[config.mk]
export PLATFORM = sky130hd
export DESIGN_NAME = rfc822_token_lexer_top
export DESIGN_NICKNAME = d
export VERILOG_FILES = /design/src/design/rtlex_pkg.sv /design/src/design/rtlex_in_reg.sv /design/src/design/rtlex_core.sv /design/src/design/rtlex_out_reg.sv /design/src/design/rfc822_token_lexer_top.sv
export SDC_FILE = /design/constraint.sdc
export NUM_CORES = 1
export LEC_CHECK = 0
export BUFFER_PORTS_ARGS = -buffer_cell sky130_fd_sc_hd__buf_2
export CORE_UTILIZATION = 35
export DETAILED_ROUTE_END_ITERATION = 12
export PLACE_DENSITY_LB_ADDON = 0.15
export SLEW_MARGIN = 10
export SYNTH_ARGS = -nofsm -noshare
export SYNTH_HDL_FRONTEND = slang
export SYNTH_HIERARCHICAL = 1
export SYNTH_SLANG_ARGS = --single-unit
export TNS_END_PERCENT = 30
[constraint.sdc]
create_clock -name clk -period 2.9 [get_ports clk]
set_input_delay 0.29 -clock clk [delete_from_list [all_inputs] [get_ports clk]]
set_output_delay 0.29 -clock clk [all_outputs]
set_load 0.01 [all_outputs]
[src/design/rtlex_pkg.sv]
// ----------------------------------------------------------------------------
// rtlex_pkg
// Types and character constants for the header token lexer.
// ----------------------------------------------------------------------------
`default_nettype none

package rtlex_pkg;

	typedef enum logic [7:0] {
		MODE_BETWEEN = 8'b0000_0001,
		MODE_WORD    = 8'b0000_0010,
		MODE_QUOTED  = 8'b0000_0100,
		MODE_QESC    = 8'b0000_1000,
		MODE_COMMENT = 8'b0001_0000,
		MODE_CESC    = 8'b0010_0000,
		MODE_CQUOTE  = 8'b0100_0000,
		MODE_CQESC   = 8'b1000_0000
	} lex_mode_t;

	localparam logic [7:0] CH_LPAREN = 8'h28;
	localparam logic [7:0] CH_RPAREN = 8'h29;
	localparam logic [7:0] CH_SPACE  = 8'h20;
	localparam logic [7:0] CH_DQUOTE = 8'h22;
	localparam logic [7:0] CH_BSLASH = 8'h5C;

	localparam logic [1:0] ERR_NONE    = 2'd0;
	localparam logic [1:0] ERR_COMMENT = 2'd1;
	localparam logic [1:0] ERR_QUOTE   = 2'd2;

	typedef struct packed {
		logic [7:0] out_byte;
		logic       out_valid;
		logic       token_start;
		logic       prev_token_done;
		logic       token_done;
		logic       stray_special;
		logic [1:0] end_error;
		logic       depth_overflow;
	} lex_res_t;

	typedef struct packed {
		logic [7:0] in_byte;
		logic       last_byte;
	} lex_item_t;

	function automatic logic is_special(input logic [7:0] c);
		return c inside {8'h28, 8'h29, 8'h3C, 8'h3E, 8'h40, 8'h2C, 8'h3B, 8'h3A,
			8'h5C, 8'h22, 8'h2F, 8'h5B, 8'h5D, 8'h3F, 8'h3D, 8'h20};
	endfunction

endpackage

`default_nettype wire

[src/design/rtlex_in_reg.sv]
// ----------------------------------------------------------------------------
// rtlex_in_reg
// Input register stage: holds one byte until the lexer consumes it.
// ----------------------------------------------------------------------------
`default_nettype none

module rtlex_in_reg (
	input  wire                    clk,
	input  wire                    arst_n,
	input  wire                    in_valid,
	output logic                   in_ready,
	input  rtlex_pkg::lex_item_t   in_item,
	input  wire                    take,
	output logic                   item_valid_s1,
	output rtlex_pkg::lex_item_t   item_s1
);
	import rtlex_pkg::*;

	assign in_ready = !item_valid_s1 || take;

	always_ff @(posedge clk or negedge arst_n) begin
		if (!arst_n) begin
			item_valid_s1 <= 1'b0;
		end else if (in_ready) begin
			item_valid_s1 <= in_valid;
		end
	end

	always_ff @(posedge clk) begin
		if (in_ready && in_valid) begin
			item_s1 <= in_item;
		end
	end

endmodule

`default_nettype wire

[src/design/rtlex_core.sv]
// ----------------------------------------------------------------------------
// rtlex_core
// Lexer state (mode, comment depth) and per-byte result logic.
// ----------------------------------------------------------------------------
`default_nettype none

module rtlex_core #(
	parameter int unsigned MAX_NEST = 255
) (
	input  wire                    clk,
	input  wire                    arst_n,
	input  wire                    step,
	input  rtlex_pkg::lex_item_t   item,
	output rtlex_pkg::lex_res_t    res
);
	import rtlex_pkg::*;

	localparam int unsigned LIMIT_INT = (MAX_NEST > 255) ? 255 : ((MAX_NEST < 1) ? 1 : MAX_NEST);
	localparam logic [7:0] DEPTH_LIMIT = 8'(LIMIT_INT);

	lex_mode_t  mode_q, mode_d;
	logic [7:0] depth_q, depth_d;
	logic       between;
	logic [7:0] c;

	assign c = item.in_byte;

	always_comb begin
		res     = '0;
		mode_d  = mode_q;
		depth_d = depth_q;
		between = 1'b0;

		case (mode_q)
			MODE_BETWEEN: begin
				between = 1'b1;
			end
			MODE_WORD: begin
				if (is_special(c)) begin
					res.prev_token_done = 1'b1;
					mode_d              = MODE_BETWEEN;
					between             = 1'b1;
				end else begin
					res.out_byte  = c;
					res.out_valid = 1'b1;
				end
			end
			MODE_QUOTED: begin
				if (c == CH_DQUOTE) begin
					res.token_done = 1'b1;
					mode_d         = MODE_BETWEEN;
				end else if (c == CH_BSLASH) begin
					mode_d = MODE_QESC;
				end else begin
					res.out_byte  = c;
					res.out_valid = 1'b1;
				end
			end
			MODE_QESC: begin
				res.out_byte  = c;
				res.out_valid = 1'b1;
				mode_d        = MODE_QUOTED;
			end
			MODE_COMMENT: begin
				if (c == CH_LPAREN) begin
					if (depth_q >= DEPTH_LIMIT) begin
						depth_d            = DEPTH_LIMIT;
						res.depth_overflow = 1'b1;
					end else begin
						depth_d = depth_q + 8'd1;
					end
				end else if (c == CH_RPAREN) begin
					if (depth_q <= 8'd1) begin
						depth_d = 8'd0;
						mode_d  = MODE_BETWEEN;
					end else begin
						depth_d = depth_q - 8'd1;
					end
				end else if (c == CH_BSLASH) begin
					mode_d = MODE_CESC;
				end else if (c == CH_DQUOTE) begin
					mode_d = MODE_CQUOTE;
				end
			end
			MODE_CESC: begin
				mode_d = MODE_COMMENT;
			end
			MODE_CQUOTE: begin
				if (c == CH_DQUOTE) begin
					mode_d = MODE_COMMENT;
				end else if (c == CH_BSLASH) begin
					mode_d = MODE_CQESC;
				end
			end
			MODE_CQESC: begin
				mode_d = MODE_CQUOTE;
			end
			default: begin
				mode_d = MODE_BETWEEN;
			end
		endcase

		if (between) begin
			if (c == CH_SPACE) begin
				mode_d = MODE_BETWEEN;
			end else if (c == CH_LPAREN) begin
				mode_d  = MODE_COMMENT;
				depth_d = 8'd1;
			end else if (c == CH_DQUOTE) begin
				res.token_start = 1'b1;
				mode_d          = MODE_QUOTED;
			end else if (is_special(c)) begin
				res.stray_special = 1'b1;
				mode_d            = MODE_BETWEEN;
			end else begin
				res.token_start = 1'b1;
				res.out_byte    = c;
				res.out_valid   = 1'b1;
				mode_d          = MODE_WORD;
			end
		end

		// close any open token at the end of the string
		if (item.last_byte) begin
			case (mode_d)
				MODE_WORD: begin
					res.token_done = 1'b1;
				end
				MODE_QUOTED, MODE_QESC: begin
					res.token_done = 1'b1;
					res.end_error  = ERR_QUOTE;
				end
				MODE_COMMENT, MODE_CESC, MODE_CQUOTE, MODE_CQESC: begin
					res.end_error = ERR_COMMENT;
				end
				default: begin
					res.end_error = ERR_NONE;
				end
			endcase
			mode_d  = MODE_BETWEEN;
			depth_d = 8'd0;
		end
	end

	always_ff @(posedge clk or negedge arst_n) begin
		if (!arst_n) begin
			mode_q  <= MODE_BETWEEN;
			depth_q <= 8'd0;
		end else if (step) begin
			mode_q  <= mode_d;
			depth_q <= depth_d;
		end
	end

endmodule

`default_nettype wire

[src/design/rtlex_out_reg.sv]
// ----------------------------------------------------------------------------
// rtlex_out_reg
// Result register: holds one result until the downstream side takes it.
// ----------------------------------------------------------------------------
`default_nettype none

module rtlex_out_reg (
	input  wire                    clk,
	input  wire                    arst_n,
	input  wire                    load,
	input  rtlex_pkg::lex_res_t    res_d,
	output logic                   can_load,
	output logic                   res_valid_q,
	input  wire                    res_ready,
	output rtlex_pkg::lex_res_t    res_q
);
	import rtlex_pkg::*;

	assign can_load = !res_valid_q || res_ready;

	always_ff @(posedge clk or negedge arst_n) begin
		if (!arst_n) begin
			res_valid_q <= 1'b0;
		end else if (can_load) begin
			res_valid_q <= load;
		end
	end

	always_ff @(posedge clk) begin
		if (load && can_load) begin
			res_q <= res_d;
		end
	end

endmodule

`default_nettype wire

[src/design/rfc822_token_lexer_top.sv]
// ----------------------------------------------------------------------------
// rfc822_token_lexer_top
// Header-string tokenizer: one result transfer for every input byte.
//
// Slave channel (s_*): one character per transfer in s_tdata, s_tlast marks
// the final byte of the string. Master channel (m_*): one result per byte,
// in input order; m_tuser flags a token data byte in m_tdata[7:0].
// Path: a byte taken at the slave port waits in the input register, and its
// result is loaded into the result register and shown on m_* once it can load.
// Throughput: one byte per cycle while m_tready stays high; the mode/depth
// update in rtlex_core, registered on each step, sets the rate, and the input
// and result registers let a new byte enter while the previous result waits.
// Reset: both registers empty, lexer between tokens with comment depth zero.
// The lexer also returns to that state after every byte marked s_tlast.
// Stall: while m_tready is low the result holds; at most one more byte is taken
// into the input register, then s_tready drops until the result moves.
// ----------------------------------------------------------------------------
`default_nettype none

module rfc822_token_lexer_top #(
	parameter int unsigned MAX_NEST = 255
) (
	input  wire         clk,
	input  wire         arst_n,
	input  wire         s_tvalid,
	output logic        s_tready,
	input  wire  [7:0]  s_tdata,  // [7:0] in_byte
	input  wire         s_tlast,  // last_byte
	output logic        m_tvalid,
	input  wire         m_tready,
	output logic [15:0] m_tdata,  // [7:0] out_byte, [8] token_start, [9] prev_token_done,
	                              // [10] token_done, [11] stray_special,
	                              // [13:12] end_error, [14] depth_overflow, [15] zero
	output logic        m_tuser   // out_valid
);
	import rtlex_pkg::*;

	lex_item_t in_item;
	lex_item_t item_s1;
	logic      item_valid_s1;
	logic      can_load;
	logic      step;
	lex_res_t  res_d;
	lex_res_t  res_q;

	assign in_item.in_byte   = s_tdata;
	assign in_item.last_byte = s_tlast;
	assign step              = item_valid_s1 && can_load;

	rtlex_in_reg u_in_reg (
		.clk           (clk),
		.arst_n        (arst_n),
		.in_valid      (s_tvalid),
		.in_ready      (s_tready),
		.in_item       (in_item),
		.take          (can_load),
		.item_valid_s1 (item_valid_s1),
		.item_s1       (item_s1)
	);

	rtlex_core #(
		.MAX_NEST (MAX_NEST)
	) u_core (
		.clk    (clk),
		.arst_n (arst_n),
		.step   (step),
		.item   (item_s1),
		.res    (res_d)
	);

	rtlex_out_reg u_out_reg (
		.clk         (clk),
		.arst_n      (arst_n),
		.load        (item_valid_s1),
		.res_d       (res_d),
		.can_load    (can_load),
		.res_valid_q (m_tvalid),
		.res_ready   (m_tready),
		.res_q       (res_q)
	);

	assign m_tuser = res_q.out_valid;
	assign m_tdata = {1'b0, res_q.depth_overflow, res_q.end_error, res_q.stray_special,
		res_q.token_done, res_q.prev_token_done, res_q.token_start, res_q.out_byte};

endmodule

`default_nettype wire

Word level (Yosys, flattened, before mapping)
Index checks and enable logic that the tools add are counted.
Cells by class
  add/subtract/negate cells: 2
  bitwise gates (word level): 1
  multiplexer cells: 44
  order comparisons: 2
  reductions and logical operators: 13
  equality and inequality tests: 31
Operators with widths (number)
  8-bit two-way mux: 23
  8-bit by 6-bit equality test with 1-bit output, second input constant: 14
  8-bit one-hot mux with 8 select lines: 1
  8-bit by 7-bit equality test with 1-bit output, second input constant: 6
  10-bit two-way mux: 4
  9-bit two-way mux: 4
  9-bit one-hot mux with 3 select lines: 1
  8-bit by 2-bit equality test with 1-bit output, second input constant: 2
  8-bit by 3-bit equality test with 1-bit output, second input constant: 2
  8-bit by 4-bit equality test with 1-bit output, second input constant: 2
  8-bit by 5-bit equality test with 1-bit output, second input constant: 2
  8-bit equality test, second input constant: 2
  16-bit nonzero test: 1
  8-bit by 1-bit adder with 8-bit output, second input constant: 1
  8-bit by 1-bit equality test with 1-bit output, second input constant: 1
  8-bit greater-or-equal comparator, second input constant: 1
  8-bit by 1-bit less-or-equal comparator with 1-bit output, second input constant: 1
  4-bit OR reduction: 2
  8-bit by 1-bit subtractor with 8-bit output, second input constant: 1
  1-bit two-way mux: 7
  3-bit OR reduction: 2
  2-bit one-hot mux with 2 select lines: 1
  3-bit two-way mux: 1
  1-bit logical AND: 2
  other kinds (7): 9
Word-level totals
  output and inout port bits: 19
  register bits after elaboration: 43
  word-level logic and storage cells: 107
  input port bits: 13

Depth between registers and ports, before layout
  depth in word-level cells: 11
  gate-level depth with buffers: 9
  depth with buffers taken out: 8

Modules after synthesis
Netlist, hierarchy kept.
Modules (own cells, without submodules)
  rtlex_core: seq. area each 401.6 um^2, area each 2052.0 um^2, cells each 275, times used 1
  rtlex_out_reg: seq. area each 505.5 um^2, area each 534.3 um^2, cells each 20, times used 1
  rtlex_in_reg: seq. area each 295.3 um^2, area each 324.1 um^2, cells each 13, times used 1
  rfc822_token_lexer_top: seq. area each 0.0 um^2, area each 17.5 um^2, cells each 3, times used 1

Worst setup path before layout
OpenSTA, ideal clock, no wires.
  path type: register to register
  from: reg, netlist name u_in_reg/item_s1[2]
  to: reg, netlist name u_out_reg/res_q[2]
  cell stages (with the launch flop): 7
  path slack: 0.928 ns
  data arrival time: 1.804 ns
  cells stage by stage: edfxtp_1 buf_2 mux2_2 o211ai_1 o21ai_2 or3_1 a221oi_2
On the way
  word-level cells in the longest chain between the ends: 10
  elaborated cells on any way between the ends: 43
  classes of those cells: eq/ne: 22; mux: 18; reduce/logical: 3
RTL lines
  8-bit by 6-bit equality test with 1-bit output, or another cell as far along
  8-bit two-way mux or 16-bit nonzero test (tied branches): line rtlex_core.sv:81, rtlex_pkg.sv:47
  8-bit two-way mux or 2-bit two-way mux (tied branches): line rtlex_core.sv:79, rtlex_core.sv:112
  8-bit two-way mux or 3-bit two-way mux (tied branches): line rtlex_core.sv:72, rtlex_core.sv:109
  8-bit two-way mux, on equally long branches: line rtlex_core.sv:65, rtlex_core.sv:106
  8-bit one-hot mux with 8 select lines or 8-bit two-way mux (tied branches): line rtlex_core.sv:34, rtlex_core.sv:104
  8-bit two-way mux *: line rtlex_core.sv:103  | if (between) begin
  8-bit by 5-bit equality test with 1-bit output, or another cell as far along: line rtlex_core.sv:125  | case (mode_d)
  4-bit OR reduction or 2-bit OR reduction (tied branches)
  2-bit one-hot mux with 2 select lines *: line rtlex_core.sv:125
Mark *: on every way between the ends. The rest lies on a longest branch, timed or not.
A chain may end at the register's enable or synchronous reset.

Final worst setup path
  from: reg, netlist name u_in_reg/item_s1[7]
  to: reg, netlist name u_out_reg/res_q[2]
On the way
  word-level cells in the longest chain between the ends: 10
  elaborated cells on any way between the ends: 43
  classes of those cells: eq/ne: 22; mux: 18; reduce/logical: 3
RTL lines (line)
  8-bit by 6-bit equality test with 1-bit output, or another cell as far along
  8-bit two-way mux or 16-bit nonzero test (tied branches): rtlex_core.sv:81, rtlex_pkg.sv:47
  8-bit two-way mux or 2-bit two-way mux (tied branches): rtlex_core.sv:79, rtlex_core.sv:112
  8-bit two-way mux or 3-bit two-way mux (tied branches): rtlex_core.sv:72, rtlex_core.sv:109
  8-bit two-way mux, on equally long branches: rtlex_core.sv:65, rtlex_core.sv:106
  8-bit one-hot mux with 8 select lines or 8-bit two-way mux (tied branches): rtlex_core.sv:34, rtlex_core.sv:104
  8-bit two-way mux *: rtlex_core.sv:103
  8-bit by 5-bit equality test with 1-bit output, or another cell as far along: rtlex_core.sv:125
  4-bit OR reduction or 2-bit OR reduction (tied branches)
  2-bit one-hot mux with 2 select lines *: rtlex_core.sv:125
Marks and branches as above.

==> flow_metrics.tcl <==
set metrics [dict create \
    row_count 32 \
    antenna_found_initial 0 \
    start_kind "flip-flop" \
    internal_power_mw 1.09 \
    setup_tns_ns 0 \
    cp_num_buf_inv 0 \
    grt.total_usage_pct 18.4 \
    clkTransAtPathRegs_ns 0.08 \
    ys_seq_area_share_pct 41.1 \
    cp_num_cells 6 \
    pwr-share-clk_pct 25.3 \
    endpoint_kind "flip-flop" \
    syn_inst 311 \
    drt_pass1_iterations 5 \
    cp_data_arrival_time_ns 2.59 \
    cp_cell_sequence "nor3_2 > nand3_1 > o211ai_2 > o21ai_2 > or3_1 > a221oi_2" \
    power.density_nw_per_um2 496 \
    drive_gt1_share_pct 21.1 \
    die-area_um2 8730 \
    final-hold-violation-count 0 \
    min_to "u_in_reg/item_s1[3]$_DFFE_PP_" \
    combPwrFrac_pct 25.7 \
    grt_util_met1_pct 27.2 \
    post_drt_wl_per_cell_um 17.3 \
    initial_core_util_pct 36.9 \
    gp_congestion 0.912 \
    netlist_area_um2 2930 \
    synth_flop_cell "edfxtp_1" \
    die_h_um 93.5 \
    critPathMaxStageDelay_ns 0.50 \
    n_antenna_cell 0 \
    wirelength_mm 7.61 \
    power.static_leakage_nw 1.29 \
    grt_pass1_vias 2411 \
    antenna_left 0 \
    async_reset_ff_share_pct 41.9 \
    skew_ns 0.00360 \
    num-fill-cells 812 \
    yosysWarnings 6 \
    path_max_fanout 9 \
    clock_path_buffers 2 \
    finalSetupViolCount 0 \
    critPathTopFamily "simple AND/OR/NAND/NOR gates" \
    area_growth_pct 11.3 \
    drv_cap 0 \
    crit_required_ns 3.02 \
    ys_seq_elements 43 \
    cts-resized-gates 0 \
    netlist-cell-type-count 74 \
    rsz0062_at_grt "no" \
    clk_latency_ns 0.29 \
    synth_edf_count 25 \
    cts_sinks 43 \
    grt_pass1_wl_mm 12.5 \
    route.vias.total 2530 \
    grt.overflow.total 0 \
    avgSynthCellArea_um2 9.41 \
    vias_per_cell 5.76 \
    rrSetupSlack_ns 0.43 \
    status "finished clean" \
    ff2ff_path_depth 6 \
    drt_first_iter_violations 209 \
    die_w_um 93.5 \
    cts_buffers 5 \
    fin_crit_ns 2.47 \
    slew_violations 0 \
    cts_hold_buf 1 \
    dp_hpwl_mm 5.62 \
    grt.met2_usage_pct 27.7 \
    fmax_mhz 405 \
    port_buffers 30 \
    h-tree-depth 2 \
    tightest_slew_ns 0.520 \
    fin_crit_sh_pct 85.1 \
    grt_use_met3_pct 3.41 \
    p_sw_share_pct 32.5 \
    grt_max_degree 19 \
    io_pins 32 \
    pwr-share-seq_pct 49.0 \
    relSlewSlack_pct 65.1 \
    r2r_end "u_out_reg/res_q[2]$_DFFE_PP_" \
    coreArea_um2 7930 \
    switching_power_mw 0.525 \
    cts_tree "yes" \
    timing.hold.ws_ns 0.163 \
    ir_drop_mv 0.192 \
    synth_nets 327 \
    post_cts_buffers 0 \
    crit_slowest_cell "edfxtp_1" \
    drc 0 \
    hold_start "s_tdata[2]" \
    min_path_type "primary input to flip-flop" \
    root_buffer "clkbuf_8" \
    min_path_cells 1 \
    r2r_start "u_in_reg/item_s1[7]$_DFFE_PP_" \
    path_class "flip-flop to flip-flop" \
    top_usage_layer "met2" \
    final_nets 352 \
]
routing by layer:
| metal | vias to the layer above | wire length [µm] |
|---|---|---|
| li1 | 1222 | - |
| met1 | 1210 | 3700 |
| met2 | 92 | 3370 |
| met3 | 6 | 465 |
| met4 | 0 | 75 |
| met5 | - | 0 |
flip-flops by register name, indices dropped and copies added (netlist names):
signal	flops
u_in_reg/item_valid_s1	1
u_out_reg/res_valid_q	1
u_core/mode_q	8
u_core/depth_q	8
u_in_reg/item_s1	9
u_out_reg/res_q	16
placed cells by master (no fill, tap or decap), types with 3 or more instances in the layout:
master    count
xor2_1        3
nand2b_1      6
nor2b_1      11
a21o_1        3
a21boi_0      4
edfxtp_1     25
buf_4         7
and2_1        4
nand4_1       9
buf_2        30
inv_1        11
nand2_1      18
a31oi_1      12
o21ai_0      16
and3_1        7
a22o_1        3
a21oi_1      14
a211o_1       3
nor2_1       33
ha_1          3
nor3_1        3
nand3_1      16
a211oi_1      4
o211a_1       3
dfrtp_1      17
and4_1        3
o31ai_1       4
clkbuf_8      6
synth_stat cells (3+ instances only):
master	number	area share, %
buf_4	3	0.77
nand4_1	9	1.9
o31ai_1	4	1.0
nor2_1	33	4.2
nand3_1	16	2.7
buf_2	9	1.5
dfrtp_1	17	15
a211oi_1	4	1.0
nor2b_1	11	2.4
a31oi_1	12	2.6
o211a_1	3	1.0
nand2_1	18	2.3
edfxtp_1	25	26
nor3_1	3	0.51
nand2b_1	6	1.3
ha_1	3	1.3
and2_1	4	0.85
xor2_1	3	0.90
a211o_1	3	0.90
a22o_1	3	0.90
a21oi_1	14	2.4
and3_1	7	1.5
and4_1	3	0.90
o21ai_0	16	2.7
clkbuf_1	6	0.77
inv_1	11	1.4
a21o_1	3	0.77
a21boi_0	4	1.0
cell type report:
| type | count | area, µm² | area share (%) |
|---|---|---|---|
| multi-input cells | 237 | 1580 | 48.3 |
| flip-flops and latches | 43 | 1200 | 36.9 |
| repair buffers | 38 | 213 | 6.53 |
| well taps | 102 | 128 | 3.92 |
| clock buffers | 6 | 82.6 | 2.53 |
| inverters | 11 | 41.3 | 1.27 |
| clock inverters | 2 | 16.3 | 0.499 |
power by group through the flow:
stage / sequential [mW] / combinational (mW) / clock (mW)
2_1_floorplan: 0.802 / 0.280 / 0
3_3_place_gp: 0.804 / 0.418 / 0
3_5_place_dp: 0.804 / 0.411 / 0
4_1_cts: 0.792 / 0.413 / 0.430
5_1_grt: 0.802 / 0.457 / 0.456
6_report: 0.791 / 0.415 / 0.409
cells by family after synthesis:
kind of cell             count (synthesis)  share of synthesized area (%)
multiplexers                             4                           1.45
AND/OR/NAND/NOR                        138                           28.9
other                                    1                          0.128
AO/OA/AOI/OAI                           88                           21.2
adder cells (fa/ha/maj)                  3                           1.28
flip-flops                              43                           41.1
buffers and inverters                   31                           5.13
XOR/XNOR                                 3                          0.898
per-stage QoR:
step | setup slack, ns | utilization, % | power, mW | std cells | instance area [µm²]
after floorplan | 0.928 | - | 1.08 | 311 | 2930
after global placement | 0.580 | 39.7 | 1.22 | 430 | 3150
after detailed placement | 0.501 | 39.7 | 1.22 | 430 | 3150
after CTS | 0.472 | 41.1 | 1.63 | 439 | 3260
after global routing | 0.299 | 41.1 | 1.71 | 439 | 3260
final | 0.433 | 41.1 | 1.62 | 439 | 3260
worst max path at each step:
stage                                       start  slack (ns)                       endpoint
CTS                 u_in_reg/item_s1[6]$_DFFE_PP_        0.47   u_out_reg/res_q[2]$_DFFE_PP_
global placement    u_in_reg/item_s1[6]$_DFFE_PP_        0.58  u_core/depth_q[5]$_DFFE_PN0P_
finish              u_in_reg/item_s1[7]$_DFFE_PP_        0.43   u_out_reg/res_q[2]$_DFFE_PP_
global route        u_in_reg/item_s1[6]$_DFFE_PP_        0.30   u_out_reg/res_q[2]$_DFFE_PP_
floorplan           u_in_reg/item_s1[2]$_DFFE_PP_        0.93   u_out_reg/res_q[2]$_DFFE_PP_
detailed placement  u_in_reg/item_s1[6]$_DFFE_PP_        0.50   u_out_reg/res_q[2]$_DFFE_PP_
(Power assumes the default switching activity.)
